--- config.mk ---
export PLATFORM = sky130hd
export DESIGN_NAME = lru_key_value_cache_unit
export DESIGN_NICKNAME = d
export VERILOG_FILES = /design/src/design/lrukv_pkg.sv /design/src/design/lru_key_value_cache_unit.sv /design/src/design/lrukv_store.sv
export VERILOG_INCLUDE_DIRS = /design/src /design/src/design
export SDC_FILE = /design/constraint.sdc
export NUM_CORES = 2
export LEC_CHECK = 0
export BUFFER_PORTS_ARGS = -buffer_cell sky130_fd_sc_hd__buf_2
export CAP_MARGIN = 5
export CORE_MARGIN = 4
export CORE_UTILIZATION = 45
export CTS_BUF_LIST = sky130_fd_sc_hd__clkbuf_8
export DETAILED_ROUTE_END_ITERATION = 16
export SLEW_MARGIN = 20
export SYNTH_ARGS = -nofsm -noshare
export SYNTH_HDL_FRONTEND = slang
export SYNTH_SLANG_ARGS = --single-unit
export TNS_END_PERCENT = 20
--- constraint.sdc ---
create_clock -name i_clk -period 6.45 [get_ports i_clk]
set_input_delay 0.645 -clock i_clk [delete_from_list [all_inputs] [get_ports i_clk]]
set_output_delay 0.645 -clock i_clk [all_outputs]
set_load 0.005 [all_outputs]
--- src/design/lru_key_value_cache_unit_macros.svh ---
// Assertion macros shared by the LRU key-value cache modules.
`ifndef LRU_KEY_VALUE_CACHE_UNIT_MACROS_SVH
`define LRU_KEY_VALUE_CACHE_UNIT_MACROS_SVH

// A condition that must hold at every clock edge outside reset.
`define LRUKV_ASSERT_ALWAYS(lbl, clk, rst_n, cond, msg) \
    lbl: assert property (@(posedge clk) disable iff (!rst_n) (cond)) else $error(msg);

// A condition that, when true, forces another one at the next clock edge.
`define LRUKV_ASSERT_NEXT(lbl, clk, rst_n, ante, cons, msg) \
    lbl: assert property (@(posedge clk) disable iff (!rst_n) (ante) |=> (cons)) \
        else $error(msg);

`endif

--- src/design/lrukv_pkg.sv ---
// Types and constants shared by the LRU key-value cache modules.
package lrukv_pkg;

    // Operation codes carried in the mode field.
    localparam logic MODE_WRITE = 1'b0;
    localparam logic MODE_READ  = 1'b1;

    // Capacity register width and reset value.
    localparam int unsigned CAP_W     = 5;
    localparam logic [CAP_W-1:0] CAP_RESET = 5'd16;

    // Value returned by a read that misses.
    localparam logic signed [31:0] MISS_VALUE = -32'sd1;

    // One input request.
    typedef struct packed {
        logic               mode;
        logic signed [31:0] key;
        logic signed [31:0] value;
    } t_in_item;

    // One result.
    typedef struct packed {
        logic signed [31:0] read_value;
        logic               hit;
    } t_out_item;

    // Request from the pipeline control to the entry store.
    typedef struct packed {
        logic     en;
        t_in_item item;
    } t_store_req;

    // Answer of the entry store for the request now at its input.
    typedef struct packed {
        logic      give;
        t_out_item item;
    } t_store_rsp;

endpackage

--- src/design/lru_key_value_cache_unit.sv ---
// Requests wait in the input register; store lookup and update fit in the single compute stage.
// A read's result then goes to the output register. One request per cycle unless a read stalls.
// Writes give no result and never wait on the output side; reads wait only for a free output.
// Reset (synchronous, active low) clears all valid marks, ranks and the fill count at once,
// and sets the capacity register to sixteen; no clearing pass is needed.
`include "lru_key_value_cache_unit_macros.svh"

module lru_key_value_cache_unit #(
    parameter int ENTRIES = 16
) (
    input  logic                          i_clk,
    input  logic                          i_rst_n,
    input  logic                          i_in_valid,
    output logic                          o_in_stall,
    input  lrukv_pkg::t_in_item           i_in_data,
    output logic                          o_out_valid,
    input  logic                          i_out_stall,
    output lrukv_pkg::t_out_item          o_out_data,
    input  logic                          i_cfg_valid,
    output logic                          o_cfg_ready,
    input  logic [lrukv_pkg::CAP_W-1:0]   i_cfg_data
);

    logic                         r_in_valid;
    lrukv_pkg::t_in_item          r_in;
    logic                         r_out_valid;
    lrukv_pkg::t_out_item         r_out;
    logic [lrukv_pkg::CAP_W-1:0]  r_cap;

    lrukv_pkg::t_store_req        store_req;
    lrukv_pkg::t_store_rsp        store_rsp;
    logic                         out_free;
    logic                         advance;

    // The request in the input register moves on unless its result has nowhere to go.
    assign out_free  = !r_out_valid || !i_out_stall;
    assign advance   = r_in_valid && (!store_rsp.give || out_free);
    assign o_in_stall = r_in_valid && !advance;

    assign store_req.en   = advance;
    assign store_req.item = r_in;

    lrukv_store #(
        .ENTRIES (ENTRIES)
    ) u_store (
        .i_clk   (i_clk),
        .i_rst_n (i_rst_n),
        .i_req   (store_req),
        .i_cap   (r_cap),
        .o_rsp   (store_rsp)
    );

    // Capacity register; the port is always ready.
    assign o_cfg_ready = 1'b1;

    always_ff @(posedge i_clk) begin
        if (!i_rst_n) begin
            r_cap <= lrukv_pkg::CAP_RESET;
        end else if (i_cfg_valid && o_cfg_ready) begin
            r_cap <= i_cfg_data;
        end
    end

    // Input register.
    always_ff @(posedge i_clk) begin
        if (!i_rst_n) begin
            r_in_valid <= 1'b0;
        end else if (!o_in_stall) begin
            r_in_valid <= i_in_valid;
        end
    end

    always_ff @(posedge i_clk) begin
        if (i_in_valid && !o_in_stall) begin
            r_in <= i_in_data;
        end
    end

    // Result register.
    always_ff @(posedge i_clk) begin
        if (!i_rst_n) begin
            r_out_valid <= 1'b0;
        end else if (advance && store_rsp.give) begin
            r_out_valid <= 1'b1;
        end else if (!i_out_stall) begin
            r_out_valid <= 1'b0;
        end
    end

    always_ff @(posedge i_clk) begin
        if (advance && store_rsp.give) begin
            r_out <= store_rsp.item;
        end
    end

    assign o_out_valid = r_out_valid;
    assign o_out_data  = r_out;

    `LRUKV_ASSERT_NEXT(a_in_hold, i_clk, i_rst_n, o_in_stall, r_in_valid && $stable(r_in), "held request lost")
    `LRUKV_ASSERT_NEXT(a_result_set, i_clk, i_rst_n, advance && store_rsp.give, r_out_valid, "read result not registered")
    `LRUKV_ASSERT_ALWAYS(a_miss_value, i_clk, i_rst_n, !r_out_valid || r_out.hit || (r_out.read_value == lrukv_pkg::MISS_VALUE), "miss without miss value")

endmodule

--- src/design/lrukv_store.sv ---
// Entry store of the LRU key-value cache: keys, values, valid marks and recency ranks.
`include "lru_key_value_cache_unit_macros.svh"

module lrukv_store #(
    parameter int ENTRIES = 16
) (
    input  logic                          i_clk,
    input  logic                          i_rst_n,
    input  lrukv_pkg::t_store_req         i_req,
    input  logic [lrukv_pkg::CAP_W-1:0]   i_cap,
    output lrukv_pkg::t_store_rsp         o_rsp
);

    localparam int RW = (ENTRIES > 1) ? $clog2(ENTRIES) : 1;
    localparam int FW = $clog2(ENTRIES + 1);
    localparam int CW = (FW > lrukv_pkg::CAP_W) ? FW : lrukv_pkg::CAP_W;

    logic signed [31:0] r_key [ENTRIES];
    logic signed [31:0] r_val [ENTRIES];
    logic [ENTRIES-1:0] r_valid;
    logic [RW-1:0]      r_rank [ENTRIES];
    logic [FW-1:0]      r_fill;

    logic [ENTRIES-1:0] n_valid;
    logic [RW-1:0]      n_rank [ENTRIES];
    logic [FW-1:0]      n_fill;

    logic [CW-1:0]      cap_eff;
    logic               cap_nz;
    logic               active;
    logic [ENTRIES-1:0] match;
    logic               hit;
    logic signed [31:0] hit_val;
    logic [RW-1:0]      hit_rank;
    logic [ENTRIES-1:0] free_oh;
    logic [ENTRIES-1:0] victim_oh;
    logic [RW-1:0]      last_rank;
    logic               has_room;
    logic [ENTRIES-1:0] tgt_oh;
    logic [ENTRIES-1:0] we_oh;
    logic [RW-1:0]      thr;
    logic               inc_all;
    logic               upd_rank;
    logic [ENTRIES-1:0] rank_bad;

    // Effective capacity, saturated to the number of slots.
    always_comb begin
        if (CW'(i_cap) > CW'(ENTRIES)) begin
            cap_eff = CW'(ENTRIES);
        end else begin
            cap_eff = CW'(i_cap);
        end
    end

    assign cap_nz   = (cap_eff != '0);
    assign active   = i_req.en && cap_nz;
    assign has_room = CW'(r_fill) < cap_eff;
    assign last_rank = RW'(r_fill - FW'(1));

    // Parallel key compare, hit data and rank selection.
    always_comb begin
        logic seen;
        hit_val  = '0;
        hit_rank = '0;
        seen     = 1'b0;
        for (int i = 0; i < ENTRIES; i++) begin
            match[i]     = r_valid[i] && (r_key[i] == i_req.item.key);
            victim_oh[i] = r_valid[i] && (r_rank[i] == last_rank);
            free_oh[i]   = !r_valid[i] && !seen;
            if (!r_valid[i]) begin
                seen = 1'b1;
            end
            if (match[i]) begin
                hit_val  = hit_val | r_val[i];
                hit_rank = hit_rank | r_rank[i];
            end
        end
    end

    assign hit = |match;

    // Response for the request at the input, valid whether or not it is taken.
    always_comb begin
        o_rsp.give            = cap_nz && (i_req.item.mode == lrukv_pkg::MODE_READ);
        o_rsp.item.hit        = hit;
        o_rsp.item.read_value = hit ? hit_val : lrukv_pkg::MISS_VALUE;
    end

    // Choose the slot to touch and how the other ranks age.
    always_comb begin
        tgt_oh   = '0;
        we_oh    = '0;
        thr      = hit_rank;
        inc_all  = 1'b0;
        upd_rank = 1'b0;
        n_valid  = r_valid;
        n_fill   = r_fill;
        if (active) begin
            if (hit) begin
                tgt_oh   = match;
                upd_rank = 1'b1;
                if (i_req.item.mode == lrukv_pkg::MODE_WRITE) begin
                    we_oh = match;
                end
            end else if (i_req.item.mode == lrukv_pkg::MODE_WRITE) begin
                upd_rank = 1'b1;
                if (has_room) begin
                    tgt_oh  = free_oh;
                    we_oh   = free_oh;
                    inc_all = 1'b1;
                    n_valid = r_valid | free_oh;
                    n_fill  = r_fill + FW'(1);
                end else begin
                    tgt_oh = victim_oh;
                    we_oh  = victim_oh;
                    thr    = last_rank;
                end
            end
        end
    end

    // Rank update: the touched slot becomes most recent, younger entries age by one.
    always_comb begin
        for (int i = 0; i < ENTRIES; i++) begin
            n_rank[i] = r_rank[i];
            if (upd_rank) begin
                if (tgt_oh[i]) begin
                    n_rank[i] = '0;
                end else if (r_valid[i] && (inc_all || (r_rank[i] < thr))) begin
                    n_rank[i] = r_rank[i] + RW'(1);
                end
            end
        end
    end

    // Control state: valid marks, ranks and fill count.
    always_ff @(posedge i_clk) begin
        if (!i_rst_n) begin
            r_valid <= '0;
            r_fill  <= '0;
            for (int i = 0; i < ENTRIES; i++) begin
                r_rank[i] <= '0;
            end
        end else begin
            r_valid <= n_valid;
            r_fill  <= n_fill;
            for (int i = 0; i < ENTRIES; i++) begin
                r_rank[i] <= n_rank[i];
            end
        end
    end

    // Key and value storage, written only at the selected slot.
    always_ff @(posedge i_clk) begin
        for (int i = 0; i < ENTRIES; i++) begin
            if (we_oh[i]) begin
                r_key[i] <= i_req.item.key;
                r_val[i] <= i_req.item.value;
            end
        end
    end

    // Every valid entry must hold a rank below the fill count.
    always_comb begin
        for (int i = 0; i < ENTRIES; i++) begin
            rank_bad[i] = r_valid[i] && (FW'(r_rank[i]) >= r_fill);
        end
    end

    `LRUKV_ASSERT_ALWAYS(a_fill_range, i_clk, i_rst_n, r_fill <= FW'(ENTRIES), "fill count exceeds slots")
    `LRUKV_ASSERT_ALWAYS(a_fill_count, i_clk, i_rst_n, $countones(r_valid) == int'(r_fill), "fill count differs from valid marks")
    `LRUKV_ASSERT_ALWAYS(a_rank_range, i_clk, i_rst_n, rank_bad == '0, "valid entry rank out of range")

endmodule
======== Word level (Yosys, flattened, before mapping) ========
Memory sizes are Yosys's and may differ from the RTL's.
Index checks and enable logic that the tools add are counted.
operators by class
  reduce and logical (&&, ||, !) cells .... 125
  bitwise logic cells ..................... 49
  equality and inequality tests ........... 33
  mux-type cells .......................... 166
  order comparisons ....................... 18
  add/sub/neg operators ................... 18
operators with widths
  cell                 count
  $eq 32x32->1         16
  $mux 32              16
  $or 32x32->32        15
  $mux 4               84
  $mux 16              7
  $logic_and 1x1->1    69
  $add 4x1->4 const B  16
  $eq 4x4->1           16
  $lt 4x4->1           16
  $or 4x4->4           15
  $mux 1               58
  $logic_not 1->1      35
  $logic_or 1x1->1     18
  $or 1x1->1           16
  $or 16x16->16        1
  $reduce_or 16->1     1
  $add 5x1->5 const B  1
  $gt 5x5->1 const B   1
  $lt 5x5->1           1
  $mux 5               1
  $reduce_bool 5->1    1
  $reduce_and 4->1     1
  $sub 4x1->4 const B  1
  $ne 2x1->1 const B   1
  $not 1->1            2
storage, ports and cells
  memory bits (writable) .................. 1088
  input bits .............................. 75
  flip-flop bits (word level) ............. 126
  memories kept ........................... 3
  logic and storage cells ................. 422
  output and inout bits ................... 36
memory list
  memory          words  width  rd ports  clocked after Yosys merged registers in  write ports  RTL line           RTL
  u_store.r_key   16     32     16        0                                        16           lrukv_store.sv:18  logic signed [31:0] r_key [ENTRIES];
  u_store.r_val   16     32     16        0                                        16           lrukv_store.sv:19  logic signed [31:0] r_val [ENTRIES];
  u_store.r_rank  16     4      16        0                                        16           lrukv_store.sv:21  logic [RW-1:0] r_rank [ENTRIES];

======== Depth between registers and ports, before layout ========
An unclocked memory read counts as a cell.
  word-level depth ........................ 45
  depth in mapped cells ................... 23
  gate-level depth less buffers ........... 18

======== Modules after synthesis ========
Synthesis repeated with hierarchy kept, for this count alone.
second synthesis, totals
  cell total of the unflattened synthesis .. 3274
  area total of the unflattened synthesis .. 50268.2 um^2
by module, submodules not included
  module                    cells each  instances  area each (um^2)
  lrukv_store               3147        1          47032.6
  lru_key_value_cache_unit  127         1          3235.6

======== Worst setup path after synthesis ========
OpenSTA, ideal clock, no wires.
  path type ............................... reg2reg
  from .................................... register u_store.r_fill[0]
  to ...................................... memory u_store.r_key[15][0] (netlist: u_store.r_key[1][224]), enable pin
  cell stages (with the launch flop) ...... 14
  setup slack ............................. -0.452 ns
  arrival ................................. 6.395 ns
  setup time .............................. 0.507 ns
  cells stage by stage .................... dfxtp_1 > clkbuf_1 > buf_1 > buf_1 > inv_1 > ha_1 > clkbuf_1 > buf_1 > xor2_1 > and4_1 > nand3_1 > a21oi_1 > nand2_1 > a21oi_1
RTL lines
  element                   RTL line            RTL
  start: declaration        lrukv_store.sv:22   logic [FW-1:0] r_fill;
  start signal: assignment  lrukv_store.sv:146  r_fill <= n_fill;
  end: declaration          lrukv_store.sv:18

==> results.sh <==
export IMPL_status="complete, no violations"
export IMPL_synth_nets=3647
export IMPL_ys_flop_type="edfxtp_1"
export IMPL_cts_max_level=4
export IMPL_synth_most_common_cell="edfxtp_1"
export IMPL_wl_um=156000
export IMPL_setup_viol=0
export IMPL_wl_met1_um=67800
export IMPL_finClkSkew_ps=53.9
export IMPL_cellPowerDensity_mw_per_mm2=265
export IMPL_first_iter_violations=3460
export IMPL_grt_overflow=0
export IMPL_hold_path_cell_count=2
export IMPL_final_util_pct=51.7
export IMPL_wl_met3_um=13800
export IMPL_core_mm2=0.115
export IMPL_numCtsBuffers=197
export IMPL_clock_sinks=1214
export IMPL_track_usage_pct=25.5
export IMPL_die_w_um=348
export IMPL_grt_max_degree=65
export IMPL_drive_gt1_share_pct=13.9
export IMPL_cp_start_kind="register"
export IMPL_nets=3991
export IMPL_fin_cells=5514
export IMPL_yosysWarnings=0
export IMPL_drv_cap=0
export IMPL_critPathMaxFanout=35
export IMPL_whs_ps=147
export IMPL_area_growth_pct=14.1
export IMPL_ys_seq_area_share_pct=68.4
export IMPL_dr_max_layer_used="met5"
export IMPL_initial_core_util_pct=45.4
export IMPL_postPlaceCellArea_mm2=0.0550
export IMPL_synth_top_area_share_pct=64.9
export IMPL_row_count=124
export IMPL_synth_commonest_cells="edfxtp_1 (1122), xnor2_1 (399), nand4_1 (209), xor2_1 (168), nand2_1 (115)"
export IMPL_ios=111
export IMPL_p_int_mw=12.0
export IMPL_clk_latency_ps=900
export IMPL_grt_pass1_vias=32200
export IMPL_fin_tns_setup_ps=0
export IMPL_setup_slack_ps=546
export IMPL_switching_power_mw=3.70
export IMPL_r2r_slack_ps=550
export IMPL_clock_power_share_pct=38.6
export IMPL_root_buffer="clkbuf_8"
export IMPL_dieArea_mm2=0.121
export IMPL_clk_pin_slew_ps=60
export IMPL_via_count=33100
export IMPL_pre_cts_ws_ps=575
export IMPL_portBuffers=109
export IMPL_r2r_end="u_store.r_rank[4][7]"
export IMPL_post_synth_cell_area_avg_um2=14.8
export IMPL_final_area_mm2=0.0592
export IMPL_finalHoldViolCount=0
export IMPL_die_h_um=348
export IMPL_holdPathEnd="r_cap[4]"
export IMPL_clk_path_buf_depth=3
export IMPL_met2WireLength_um=69500
export IMPL_pwr_share_comb_pct=5.3
export IMPL_yosys_area_top_type="edfxtp_1"
export IMPL_min_period_over_period_pct=91.5
export IMPL_hold_class="in2reg"
export IMPL_final_antenna_net_count=0
export IMPL_syn_area_mm2=0.0519
export IMPL_antenna_found_initial=5
export IMPL_fillCellCount=9652
export IMPL_dr_pass1_iters=6
export IMPL_ys_top_cells_by_area="edfxtp_1 (65%), xnor2_1 (6.7%), dfxtp_1 (3.5%)"
export IMPL_via_per_inst=5.99
export IMPL_required_ps=7240
export IMPL_end_kind="register"
export IMPL_cts_tree="yes"
export IMPL_swShare_pct=23.5
export IMPL_dp_final_hpwl_um=93000
export IMPL_synth_cell_types=78
export IMPL_critPathArrivalTime_ps=6690
export IMPL_crit_reg2reg_launch="r_in[40]"
export IMPL_synthCells=3502
export IMPL_rsz0062_at_grt="false"
export IMPL_wl_per_cell_um=28.3
export IMPL_ff2ff_path_depth=18
export IMPL_worstMarginPinSlew_ps=1150
export IMPL_fmax_mhz=169
export IMPL_synthArstFlopShare_pct=0
export IMPL_maxSlewHeadroom_pct=22.6
export IMPL_slew_viol_final=0
export IMPL_hp_start="i_cfg_valid"
export IMPL_crit_type="reg2reg"
export IMPL_fin_crit_ps=5900
export IMPL_power_total_mw=15.7
export IMPL_place_inst=5087
export IMPL_vdd_drop_max_mv=0.160
export IMPL_sequentialPowerShare_pct=56.1
export IMPL_drc=0
export IMPL_p_leak_nw=19.1
export IMPL_gp_congestion=0.957
export IMPL_ys_ff_latch=1214
export IMPL_synth_edf_count=1122
export IMPL_grt_pass1_wl_um=224000
==> power by group through the flow <==
stage	Clock [mW]	Sequential, mW	Combinational [mW]
6_report	6.06	8.82	0.833
5_1_grt	6.58	8.83	0.887
4_1_cts	6.20	8.82	0.830
3_5_place_dp	0	8.98	0.793
3_3_place_gp	0	8.98	0.790
2_1_floorplan	0	8.96	0.468
==> cells by family after synthesis <==
family,after synthesis,synth area share (%)
adders and majority gates,70,1.69
buffers and inverters,220,2.19
muxes,29,0.576
DFF,1214,68.4
and+or+nand+nor,834,9.30
xor gates and xnor gates,567,9.56
AOI/OAI and AO/OA,567,8.26
other,1,0.00722
==> how the worst max path moves through the flow <==
stage	startpoint	end	cells after the start
2_1_floorplan	r_in[53]	u_store.r_key[0][160]	10
3_3_place_gp	r_in[40]	u_store.r_rank[4][7]	18
3_5_place_dp	r_in[40]	u_store.r_rank[4][7]	18
4_1_cts	r_in[40]	u_store.r_rank[4][7]	18
5_1_grt	r_in[40]	u_store.r_rank[4][7]	18
6_report	r_in[40]	u_store.r_rank[4][7]	18
==> final cells by class <==
| class | instances | area [um^2] | area share, % |
|---|---|---|---|
| Multi-Input combinational cell | 2068 | 15500 | 26.1 |
| Inverter | 40 | 150 | 0.253 |
| Clock inverter | 150 | 757 | 1.28 |
| Clock buffer | 201 | 2770 | 4.67 |
| Timing Repair Buffer | 325 | 2670 | 4.51 |
| Sequential cell | 1214 | 35500 | 60.0 |
| Antenna cell | 4 | 10.0 | 0.0169 |
| Tap cell | 1512 | 1890 | 3.19 |
==> layer usage <==
metal,global-route usage (%),vias up
li1,-,14500
met1,36.4,16700
met2,38.8,1625
met3,5.65,306
met4,8.84,2
met5,0,-
==> cell usage in the layout, fill, tap and decap left out, types with 18 or more instances in the layout <==
master / synthesis / final
buf_12: 0 / 26
nor3_1: 41 / 40
nor4_1: 79 / 79
a22oi_1: 64 / 64
buf_2: 20 / 109
nand2_1: 115 / 115
dlygate4sd3_1: 0 / 72
or4_1: 18 / 18
a221oi_1: 108 / 108
edfxtp_1: 1122 / 1122
o21a_1: 19 / 19
dfxtp_1: 92 / 92
clkinv_1: 1 / 50
nand3_1: 71 / 71
a22o_1: 109 / 109
buf_4: 39 / 118
nand4_1: 209 / 209
mux2i_1: 22 / 21
nand2b_1: 44 / 44
or3_1: 28 / 28
inv_1: 37 / 105
a21oi_1: 57 / 54
nor2_1: 90 / 78
xnor2_1: 399 / 398
ha_1: 70 / 70
xor2_1: 168 / 167
a21boi_1: 25 / 25
and3_1: 45 / 45
clkbuf_8: 0 / 201
o21ai_0: 64 / 62
==> worst max-delay path, cell delays in order (launching register included) <==
cell	delay (ps)
edfxtp_1	960
buf_4	320
xnor2_1	160
nand4_1	100
or4_1	530
nor4_4	390
buf_4	620
a22o_1	260
a221oi_1	50
nand4_1	160
mux2i_2	170
ha_1	400
a21o_1	160
a21oi_1	200
nand4_1	120
o21ai_1	250
o21ai_0	120
a2111oi_0	460
mux2_2	380
==> sequential cells by signal, summed over array words and instances, names as in the netlist <==
name             count
o_out_data          33
o_out_valid          1
r_cap                5
r_in                65
r_in_valid           1
u_store.r_fill       5
u_store.r_key      512
u_store.r_rank      64
u_store.r_val      512
u_store.r_valid     16
==> what timing repair did <==
| action | in CTS | in global routing |
|---|---|---|
| setup endpoints to repair | 0 | 0 |
| hold endpoints to repair | 72 | 0 |
| gates resized for setup | 0 | 0 |
| setup buffers | 0 | 0 |
| hold buffers | 72 | 0 |
(Power assumes the default switching activity.)
